===== src/phase_shift_ratio_decode_macros.svh =====
// Assertion macros of the phase ratio decoder, used by psr_scale.
`ifndef PHASE_SHIFT_RATIO_DECODE_MACROS_SVH
`define PHASE_SHIFT_RATIO_DECODE_MACROS_SVH

// Check that cond implies prop in the same cycle.
`define PSR_ASSERT_SAME(label, clk, rst_n, cond, prop, msg) \
	label: assert property (@(posedge clk) disable iff (!rst_n) (cond) |-> (prop)) \
		else $error(msg);

// Check that cond implies prop in the next cycle.
`define PSR_ASSERT_NEXT(label, clk, rst_n, cond, prop, msg) \
	label: assert property (@(posedge clk) disable iff (!rst_n) (cond) |=> (prop)) \
		else $error(msg);

`endif


===== src/psr_pkg.sv =====
// Shared types, constants and register codes of the phase ratio decoder.
package psr_pkg;

	localparam int SAMPLE_BITS_DEF   = 16;
	localparam int FRACTION_BITS_DEF = 16;

	localparam int SAMPLE_W = 16;
	localparam int PHASE_W  = 28;
	localparam int GAIN_W   = 32;
	localparam int MASK_W   = 16;
	localparam int CFG_IDX_W = 2;

	localparam logic [GAIN_W-1:0] GAIN_RESET      = 32'd170891319;
	localparam logic [MASK_W-1:0] MASK_LOW_RESET  = 16'd15;
	localparam logic [MASK_W-1:0] MASK_HIGH_RESET = 16'd254;

	typedef enum logic [CFG_IDX_W-1:0] {
		CFG_PHASE_GAIN = 2'd0,
		CFG_MASK_LOW   = 2'd1,
		CFG_MASK_HIGH  = 2'd2
	} cfg_idx_t;

	// Region base in units of two: ratio base is 2 * code.
	typedef enum logic [1:0] {
		BASE_0 = 2'd0,
		BASE_2 = 2'd1,
		BASE_4 = 2'd2,
		BASE_6 = 2'd3
	} base_t;

	typedef struct packed {
		logic [SAMPLE_W-1:0] sample_a;
		logic [SAMPLE_W-1:0] sample_b;
		logic [SAMPLE_W-1:0] sample_c;
	} pixel_t;

	typedef struct packed {
		logic [PHASE_W-1:0]  phase_value;
		logic [SAMPLE_W-1:0] brightness;
		logic                pixel_valid;
		logic                flat_pixel;
	} result_t;

	// Side information that rides along with the divider.
	// whole marks a fraction of exactly one (numerator equal to a nonzero divisor).
	typedef struct packed {
		base_t               base;
		logic                subtract;
		logic                flat;
		logic                whole;
		logic [SAMPLE_W-1:0] bright;
	} side_t;

	typedef struct packed {
		logic [GAIN_W-1:0] phase_gain;
		logic [MASK_W-1:0] mask_low;
		logic [MASK_W-1:0] mask_high;
	} cfg_t;

endpackage


===== src/phase_shift_ratio_decode.sv =====
// Top level of the three-step phase shift intensity-ratio decoder.
//
// Usage:
//   Present one pixel (three samples) on pixel and raise start; the
//   transaction is taken at a rising edge with start high and busy low.
//   busy stays low, so a new pixel may enter on every clock.
//   Each pixel gives exactly one result on result, marked by a one-cycle
//   done strobe. The pipeline has one sort stage, one divider stage per
//   quotient bit, then ratio, gain multiply and saturate/mask stages.
//   Throughput is one pixel per clock.
//   Results come out in input order; the receiver must take each result in
//   the cycle it is shown, it cannot stall the pipeline.
//   Configuration writes use cfg_valid/cfg_ready with cfg_index and
//   cfg_data; cfg_ready is always high. Write only while no pixel is in
//   flight. Indexes beyond the register list are ignored.
//   Reset (arst_n low) restores the register reset values and drops every
//   pixel in flight; no result strobes until new pixels enter.
module phase_shift_ratio_decode #(
	parameter int SAMPLE_BITS   = psr_pkg::SAMPLE_BITS_DEF,
	parameter int FRACTION_BITS = psr_pkg::FRACTION_BITS_DEF
) (
	input  logic                           clk,
	input  logic                           arst_n,
	input  logic                           start,
	output logic                           busy,
	input  psr_pkg::pixel_t                pixel,
	output psr_pkg::result_t               result,
	output logic                           done,
	input  logic                           cfg_valid,
	output logic                           cfg_ready,
	input  logic [psr_pkg::CFG_IDX_W-1:0]  cfg_index,
	input  logic [psr_pkg::GAIN_W-1:0]     cfg_data
);

	logic                     accept;
	logic                     sort_vld;
	logic [SAMPLE_BITS-1:0]   sort_num, sort_den;
	psr_pkg::side_t           sort_side;
	logic                     div_vld;
	logic [FRACTION_BITS-1:0] div_quo;
	psr_pkg::side_t           div_side;
	psr_pkg::cfg_t            cfg_q;

	// The pipeline never backs up, so the input is always open.
	assign busy      = 1'b0;
	assign accept    = start && !busy;
	assign cfg_ready = 1'b1;

	// Configuration registers; hold their value unless a write hits them.
	always_ff @(posedge clk or negedge arst_n) begin
		if (!arst_n) begin
			cfg_q.phase_gain <= psr_pkg::GAIN_RESET;
			cfg_q.mask_low   <= psr_pkg::MASK_LOW_RESET;
			cfg_q.mask_high  <= psr_pkg::MASK_HIGH_RESET;
		end else if (cfg_valid && cfg_ready) begin
			case (cfg_index)
				psr_pkg::CFG_PHASE_GAIN: cfg_q.phase_gain <= cfg_data;
				psr_pkg::CFG_MASK_LOW:   cfg_q.mask_low   <= cfg_data[psr_pkg::MASK_W-1:0];
				psr_pkg::CFG_MASK_HIGH:  cfg_q.mask_high  <= cfg_data[psr_pkg::MASK_W-1:0];
				default: begin
					// Drop writes to unmapped indexes.
				end
			endcase
		end
	end

	// Order the samples and choose the region's numerator and denominator.
	psr_sort #(
		.SAMPLE_BITS(SAMPLE_BITS)
	) u_sort (
		.clk     (clk),
		.arst_n  (arst_n),
		.vld     (accept),
		.pixel   (pixel),
		.vld_s1  (sort_vld),
		.num_s1  (sort_num),
		.den_s1  (sort_den),
		.side_s1 (sort_side)
	);

	// Advance the fraction one quotient bit per stage.
	psr_div #(
		.SAMPLE_BITS   (SAMPLE_BITS),
		.FRACTION_BITS (FRACTION_BITS)
	) u_div (
		.clk      (clk),
		.arst_n   (arst_n),
		.vld      (sort_vld),
		.num      (sort_num),
		.den      (sort_den),
		.side     (sort_side),
		.vld_out  (div_vld),
		.quo      (div_quo),
		.side_out (div_side)
	);

	// Form the ratio, scale by the gain, saturate and apply the shading mask.
	psr_scale #(
		.FRACTION_BITS(FRACTION_BITS)
	) u_scale (
		.clk    (clk),
		.arst_n (arst_n),
		.vld    (div_vld),
		.quo    (div_quo),
		.side   (div_side),
		.cfg    (cfg_q),
		.result (result),
		.done   (done)
	);

endmodule


===== src/psr_sort.sv =====
// Front stage: order the three samples, pick numerator, denominator and region.
module psr_sort #(
	parameter int SAMPLE_BITS = psr_pkg::SAMPLE_BITS_DEF
) (
	input  logic                   clk,
	input  logic                   arst_n,
	input  logic                   vld,
	input  psr_pkg::pixel_t        pixel,
	output logic                   vld_s1,
	output logic [SAMPLE_BITS-1:0] num_s1,
	output logic [SAMPLE_BITS-1:0] den_s1,
	output psr_pkg::side_t         side_s1
);

	logic [SAMPLE_BITS-1:0] s0, s1, s2;
	logic                   gt01, gt12, gt02;
	logic [SAMPLE_BITS-1:0] num_c, den_c, bright_c;
	psr_pkg::side_t         side_c;

	assign s0 = pixel.sample_a[SAMPLE_BITS-1:0];
	assign s1 = pixel.sample_b[SAMPLE_BITS-1:0];
	assign s2 = pixel.sample_c[SAMPLE_BITS-1:0];

	assign gt01 = s0 > s1;
	assign gt12 = s1 > s2;
	assign gt02 = s0 > s2;

	always_comb begin
		side_c = '0;
		if (gt01) begin
			if (gt12) begin
				num_c = s1 - s2;
				den_c = s0 - s2;
				side_c.base = psr_pkg::BASE_0;
				side_c.subtract = 1'b0;
			end else if (gt02) begin
				num_c = s2 - s1;
				den_c = s0 - s1;
				side_c.base = psr_pkg::BASE_6;
				side_c.subtract = 1'b1;
			end else begin
				num_c = s0 - s1;
				den_c = s2 - s1;
				side_c.base = psr_pkg::BASE_4;
				side_c.subtract = 1'b0;
			end
		end else begin
			if (gt02) begin
				num_c = s0 - s2;
				den_c = s1 - s2;
				side_c.base = psr_pkg::BASE_2;
				side_c.subtract = 1'b1;
			end else if (gt12) begin
				num_c = s2 - s0;
				den_c = s1 - s0;
				side_c.base = psr_pkg::BASE_2;
				side_c.subtract = 1'b0;
			end else begin
				num_c = s1 - s0;
				den_c = s2 - s0;
				side_c.base = psr_pkg::BASE_4;
				side_c.subtract = 1'b1;
			end
		end
		bright_c = gt01 ? s0 : s1;
		if (s2 > bright_c) begin
			bright_c = s2;
		end
		side_c.flat = (den_c == '0);
		// A tie of the middle and the top sample gives a fraction of exactly one.
		side_c.whole = (num_c == den_c) && (den_c != '0);
		side_c.bright = psr_pkg::SAMPLE_W'(bright_c);
	end

	always_ff @(posedge clk or negedge arst_n) begin
		if (!arst_n) begin
			vld_s1 <= 1'b0;
		end else begin
			vld_s1 <= vld;
		end
	end

	always_ff @(posedge clk) begin
		num_s1  <= num_c;
		den_s1  <= den_c;
		side_s1 <= side_c;
	end

endmodule


===== src/psr_div.sv =====
// Pipelined restoring divider, one quotient bit per stage, side data carried along.
module psr_div #(
	parameter int SAMPLE_BITS   = psr_pkg::SAMPLE_BITS_DEF,
	parameter int FRACTION_BITS = psr_pkg::FRACTION_BITS_DEF
) (
	input  logic                     clk,
	input  logic                     arst_n,
	input  logic                     vld,
	input  logic [SAMPLE_BITS-1:0]   num,
	input  logic [SAMPLE_BITS-1:0]   den,
	input  psr_pkg::side_t           side,
	output logic                     vld_out,
	output logic [FRACTION_BITS-1:0] quo,
	output psr_pkg::side_t           side_out
);

	logic                     vld_s  [1:FRACTION_BITS];
	logic [SAMPLE_BITS-1:0]   rem_s  [1:FRACTION_BITS];
	logic [SAMPLE_BITS-1:0]   den_s  [1:FRACTION_BITS];
	logic [FRACTION_BITS-1:0] quo_s  [1:FRACTION_BITS];
	psr_pkg::side_t           side_s [1:FRACTION_BITS];

	for (genvar k = 0; k < FRACTION_BITS; k++) begin : g_stage
		logic                     vld_c;
		logic [SAMPLE_BITS-1:0]   rem_c;
		logic [SAMPLE_BITS-1:0]   den_c;
		logic [FRACTION_BITS-1:0] quo_c;
		psr_pkg::side_t           side_c;
		logic [SAMPLE_BITS:0]     trial;
		logic                     ge;

		if (k == 0) begin : g_first
			assign vld_c  = vld;
			assign rem_c  = num;
			assign den_c  = den;
			assign quo_c  = '0;
			assign side_c = side;
		end else begin : g_next
			assign vld_c  = vld_s[k];
			assign rem_c  = rem_s[k];
			assign den_c  = den_s[k];
			assign quo_c  = quo_s[k];
			assign side_c = side_s[k];
		end

		// Remainder never exceeds the divisor, so the shifted trial needs one extra bit.
		assign trial = {rem_c, 1'b0};
		assign ge    = trial >= {1'b0, den_c};

		always_ff @(posedge clk or negedge arst_n) begin
			if (!arst_n) begin
				vld_s[k+1] <= 1'b0;
			end else begin
				vld_s[k+1] <= vld_c;
			end
		end

		always_ff @(posedge clk) begin
			rem_s[k+1]  <= ge ? SAMPLE_BITS'(trial - {1'b0, den_c}) : trial[SAMPLE_BITS-1:0];
			den_s[k+1]  <= den_c;
			quo_s[k+1]  <= {quo_c[FRACTION_BITS-2:0], ge};
			side_s[k+1] <= side_c;
		end
	end

	assign vld_out  = vld_s[FRACTION_BITS];
	assign quo      = quo_s[FRACTION_BITS];
	assign side_out = side_s[FRACTION_BITS];

endmodule


===== src/psr_scale.sv =====
// Back stages: form the ratio, apply the gain, saturate and build the mask.
`include "phase_shift_ratio_decode_macros.svh"

module psr_scale #(
	parameter int FRACTION_BITS = psr_pkg::FRACTION_BITS_DEF
) (
	input  logic                     clk,
	input  logic                     arst_n,
	input  logic                     vld,
	input  logic [FRACTION_BITS-1:0] quo,
	input  psr_pkg::side_t           side,
	input  psr_pkg::cfg_t            cfg,
	output psr_pkg::result_t         result,
	output logic                     done
);

	localparam int RATIO_W = FRACTION_BITS + 3;
	localparam int PROD_W  = RATIO_W + psr_pkg::GAIN_W;
	localparam int SHIFT   = FRACTION_BITS + 4;
	localparam logic [RATIO_W-1:0] RATIO_ONE  = RATIO_W'(1) << FRACTION_BITS;
	localparam logic [RATIO_W-1:0] RATIO_MAX  = RATIO_W'(6) << FRACTION_BITS;
	localparam logic [RATIO_W-1:0] RATIO_FLAT = RATIO_W'(4) << FRACTION_BITS;

	logic [RATIO_W-1:0]        base_c, frac_c, ratio_c;
	logic                      vld_s1, vld_s2;
	logic [RATIO_W-1:0]        ratio_s1;
	logic [PROD_W-1:0]         prod_s2;
	psr_pkg::side_t            side_s1, side_s2;
	logic                      sat_c;
	logic [psr_pkg::PHASE_W-1:0] phase_c;
	psr_pkg::result_t          result_q;
	logic                      done_q;

	// Flat pixels drop the quotient, which is meaningless for a zero divisor.
	// A fraction of exactly one does not fit the quotient and comes from its flag.
	assign frac_c  = side.flat ? '0 : (side.whole ? RATIO_ONE : RATIO_W'(quo));
	assign base_c  = RATIO_W'({side.base, 1'b0}) << FRACTION_BITS;
	assign ratio_c = side.subtract ? (base_c - frac_c) : (base_c + frac_c);

	assign sat_c   = |prod_s2[PROD_W-1:SHIFT+psr_pkg::PHASE_W];
	assign phase_c = sat_c ? '1 : prod_s2[SHIFT+psr_pkg::PHASE_W-1:SHIFT];

	always_ff @(posedge clk or negedge arst_n) begin
		if (!arst_n) begin
			vld_s1 <= 1'b0;
			vld_s2 <= 1'b0;
			done_q <= 1'b0;
		end else begin
			vld_s1 <= vld;
			vld_s2 <= vld_s1;
			done_q <= vld_s2;
		end
	end

	always_ff @(posedge clk) begin
		ratio_s1 <= ratio_c;
		side_s1  <= side;
		prod_s2  <= PROD_W'(ratio_s1) * PROD_W'(cfg.phase_gain);
		side_s2  <= side_s1;
		result_q.phase_value <= phase_c;
		result_q.brightness  <= side_s2.bright;
		result_q.pixel_valid <= (side_s2.bright > cfg.mask_low) &&
			(side_s2.bright < cfg.mask_high);
		result_q.flat_pixel  <= side_s2.flat;
	end

	assign result = result_q;
	assign done   = done_q;

	`PSR_ASSERT_SAME(a_ratio_range, clk, arst_n, vld_s1, ratio_s1 <= RATIO_MAX, "ratio above six")
	`PSR_ASSERT_SAME(a_flat_ratio, clk, arst_n, vld_s1 && side_s1.flat, ratio_s1 == RATIO_FLAT, "flat")
	`PSR_ASSERT_NEXT(a_done_follows, clk, arst_n, vld_s2, done, "result strobe missing")
	`PSR_ASSERT_SAME(a_mask_order, clk, arst_n, done && result.pixel_valid, cfg.mask_low < cfg.mask_high, "mask")

endmodule


===== config.mk =====
export PLATFORM = sky130hd
export DESIGN_NAME = phase_shift_ratio_decode
export DESIGN_NICKNAME = d
export VERILOG_FILES = /design/src/psr_pkg.sv /design/src/phase_shift_ratio_decode.sv /design/src/psr_sort.sv /design/src/psr_div.sv /design/src/psr_scale.sv
export VERILOG_INCLUDE_DIRS = /design/src /design/src/src
export SDC_FILE = /design/constraint.sdc
export NUM_CORES = 2
export LEC_CHECK = 0
export BUFFER_PORTS_ARGS = -buffer_cell sky130_fd_sc_hd__buf_2
export CORE_MARGIN = 4
export CORE_UTILIZATION = 30
export CTS_CLUSTER_SIZE = 24
export DETAILED_ROUTE_END_ITERATION = 10
export PLACE_DENSITY = 0.42
export SYNTH_ARGS = -nofsm -noshare
export SYNTH_HDL_FRONTEND = slang
export SYNTH_SLANG_ARGS = --single-unit
export TNS_END_PERCENT = 5

===== constraint.sdc =====
create_clock -name clk -period 9.5 [get_ports clk]
set_input_delay 0.95 -clock clk [delete_from_list [all_inputs] [get_ports clk]]
set_output_delay 0.95 -clock clk [all_outputs]
set_load 0.02 [all_outputs]

==> flow_metrics.py <==
metrics = {
    "worst_setup_path": {
        "crit_path_max_fanout": 32,
        "critPathSlowestCell": "dfxtp_1",
        "worst_path_most_repeated_cell": "fa_1",
        "r2r_start": "u_scale.ratio_s1[2]",
        "cp.arrival_ns": 8.41,
        "crit_type": "reg -> reg",
        "cp_num_buf_inv": 5,
        "worstSetupStartpointType": "register",
        "r2r-end": "u_scale.prod_s2[49]",
        "r2r_setup_slack_ns": 1.74,
        "crit_required_ns": 10.15,
        "crit_family": "adder cells",
        "r2r_cells": 24,
        "crit_chain": "and2_1, fa_1, fa_1, inv_1, fa_1, inv_1, fa_1, fa_1, inv_1, fa_1, inv_1, ha_1, a21o_1, a21o_1, a21oi_1, o21ai_0, a22oi_1, nand3_1, a31oi_1, o41ai_1, buf_4, a21oi_1, o21bai_1, xor2_1",
        "cpPeakStageDelay_ns": 1.04,
        "cp-end-kind": "register",
    },
    "clock_tree": {
        "postCtsSetupRepairBufs": 0,
        "clkTransAtPathRegs_ns": 0.06,
        "cts_buffers": 139,
        "root_buffer": "clkbuf_16",
        "clockBufferDepth": 3,
        "cts_resized": 0,
        "clkSinkCount": 1219,
        "clk_latency_ns": 0.78,
        "cts_tree": "done",
        "htreeDepth": 4,
        "hold_buffers": 0,
    },
    "placement": {
        "io_buffers": 132,
        "pre_cts_ws_ns": 1.582,
        "dp_hpwl_mm": 138.5,
        "routabilityCongestion": 0.8711,
    },
    "logic_synthesis": {
        "synth_edf_count": 0,
        "synthTopCellsByCount": "1135 x dfxtp_1, 1071 x inv_1, 587 x nand2_1, 529 x fa_1, 528 x ha_1",
        "postSynthAreaPerCell_um2": 9.689,
        "synth_area_um2": 67390,
        "yosysUniqueCellTypes": 94,
        "synthCells": 6956,
        "synthArstFlopShare": 0.06891,
        "synth.most_common_cell": "dfxtp_1",
        "ys_seq_area_frac": 0.3688,
        "ys_seq_elements": 1219,
        "ys_top_cells_by_area": "dfxtp_1 34%, fa_1 16%, ha_1 9.8%",
        "synth_area_leader_cell": "dfxtp_1",
        "synth.net_count": 8099,
        "synth_warnings": 0,
        "synth_top_area_share": 0.3372,
        "synth_top_flop_cell": "dfxtp_1",
    },
    "floorplanning": {
        "dieHeight_um": 482.0,
        "start_util": 0.3023,
        "io_pins": 135,
        "die_area_um2": 232300,
        "core_um2": 223000,
        "die_w_um": 482.0,
        "rows": 173,
    },
    "sta": {
        "timing.final.crit_share": 0.8169,
        "slew_viol_final": 0,
        "finalClockSkew_ns": 0.03794,
        "fin_crit_ns": 7.761,
        "finalSetupTns_ns": 0,
        "relSlewSlack": 0.2630,
        "setup_violations": 0,
        "hold_slack_ns": 0.1380,
        "fmax_ghz": 0.1289,
        "rsz0062_at_grt": "no",
        "tightestPinTransition_ns": 1.098,
        "hold_violations": 0,
        "fin_ws_ns": 1.739,
    },
    "routing": {
        "wire_per_inst_um": 17.21,
        "vias_per_cell": 4.546,
        "drt_first_pass_iters": 5,
        "wirelength_mm": 174.4,
        "ant_nets": 0,
        "drt_iter0_drc": 2340,
        "vias": 46080,
        "drc_errors": 0,
    },
    "run_status": {
        "status": "finished clean",
    },
    "layout": {
        "layout.nets": 8187,
        "fill_cells": 22830,
        "area_growth_syn_to_layout_pct": 13.00,
        "drive_gt1_frac": 0.09378,
    },
    "grt": {
        "antenna_found_initial": 6,
        "grt_remaining_overflow": 0,
        "grt_pass1_wl_mm": 276.7,
        "grt_pass1_vias": 48020,
        "grt_max_degree": 54,
        "global_route.usage.total": 0.1510,
    },
    "min_path": {
        "hold_class": "in -> async",
    },
    "flow_run": {
        "max_cap_viol_count": 0,
    },
}
## worst max-delay path by stage
stage / from / endpoint / cells after the start
2_1_floorplan: cfg_q[59] / u_scale.prod_s2[49] / 25
3_3_place_gp: u_scale.ratio_s1[2] / u_scale.prod_s2[49] / 24
3_5_place_dp: u_scale.ratio_s1[2] / u_scale.prod_s2[49] / 24
4_1_cts: u_scale.ratio_s1[2] / u_scale.prod_s2[49] / 24
5_1_grt: u_scale.ratio_s1[2] / u_scale.prod_s2[49] / 24
6_report: u_scale.ratio_s1[2] / u_scale.prod_s2[49] / 24
## through the flow
stage          cells  instance area (um^2)    util
6_report       10140                 76160  0.3416
5_1_grt        10130                 76150  0.3416
4_1_cts        10130                 76140  0.3415
3_5_place_dp    9878                 71290  0.3197
3_3_place_gp    9878                 71290  0.3197
2_1_floorplan   6956                 67390       -
## layout by cell type (no fill, tap or decap), types with 45 or more instances in the layout
| master | synthesis | routed |
|---|---|---|
| buf_4 | 8 | 59 |
| xnor2_1 | 218 | 218 |
| nor2b_1 | 59 | 59 |
| and2_1 | 327 | 327 |
| fa_1 | 529 | 529 |
| nand4_1 | 62 | 62 |
| nand2b_1 | 75 | 75 |
| nand2_1 | 587 | 587 |
| dfrtp_1 | 58 | 58 |
| clkbuf_16 | 0 | 139 |
| mux2_2 | 153 | 153 |
| o21ai_0 | 232 | 232 |
| a21boi_0 | 65 | 65 |
| nor3_1 | 109 | 108 |
| nor2_1 | 344 | 343 |
| ha_1 | 528 | 528 |
| nand3_1 | 72 | 72 |
| mux2i_1 | 45 | 45 |
| buf_2 | 34 | 131 |
| inv_1 | 1071 | 1071 |
| a21oi_1 | 367 | 357 |
| dfxtp_1 | 1135 | 1132 |
| xor2_1 | 105 | 105 |
| a31oi_1 | 52 | 52 |
| a21o_1 | 88 | 88 |
## kinds of logic after synthesis
kind of cell / Yosys count / synth area share
compound gates: 1094 / 0.1013
xor+xnor: 323 / 0.04198
fa+ha+maj: 1057 / 0.2552
buf+inv: 1314 / 0.07450
flops: 1219 / 0.3688
mux: 199 / 0.03247
other cells: 2 / 0.0001114
simple gates: 1748 / 0.1257
## sequential cells by signal, summed over array words and instances (netlist names), 15 cells and up
name	count
u_scale.result	46
u_scale.ratio_s1	19
u_div.g_stage.vld_c	15
u_sort.den_s1	16
u_scale.side_s2	17
u_sort.side_s1	21
cfg_q	64
u_sort.num_s1	16
u_div.quo_s	136
u_div.side_s	336
u_scale.side_s1	17
u_div.rem_s	240
u_scale.prod_s2	31
u_div.den_s	240
## final cells by class
type	count	area (um^2)	share of cell area
clock buffers	190	3910	0.05134
multi-input cells	4423	37590	0.4935
well taps	2975	3722	0.04888
clock inverters	62	942.2	0.01237
inverters	1071	4020	0.05279
diodes	7	17.52	0.0002300
repair buffers	190	1099	0.01442
flip-flops and latches	1219	24860	0.3264
## metal layers
layer	vias to the layer above	part of all wire	track usage
met5	-	0	0
li1	22580	-	-
met4	0	0.023	0.03958
met3	224	0.038	0.02043
met1	22470	0.47	0.2058
met2	805	0.46	0.2520
Power is left out: the tool's default activity adds up to more than one toggle a clock period on the data nets, which glitch-free logic cannot reach.
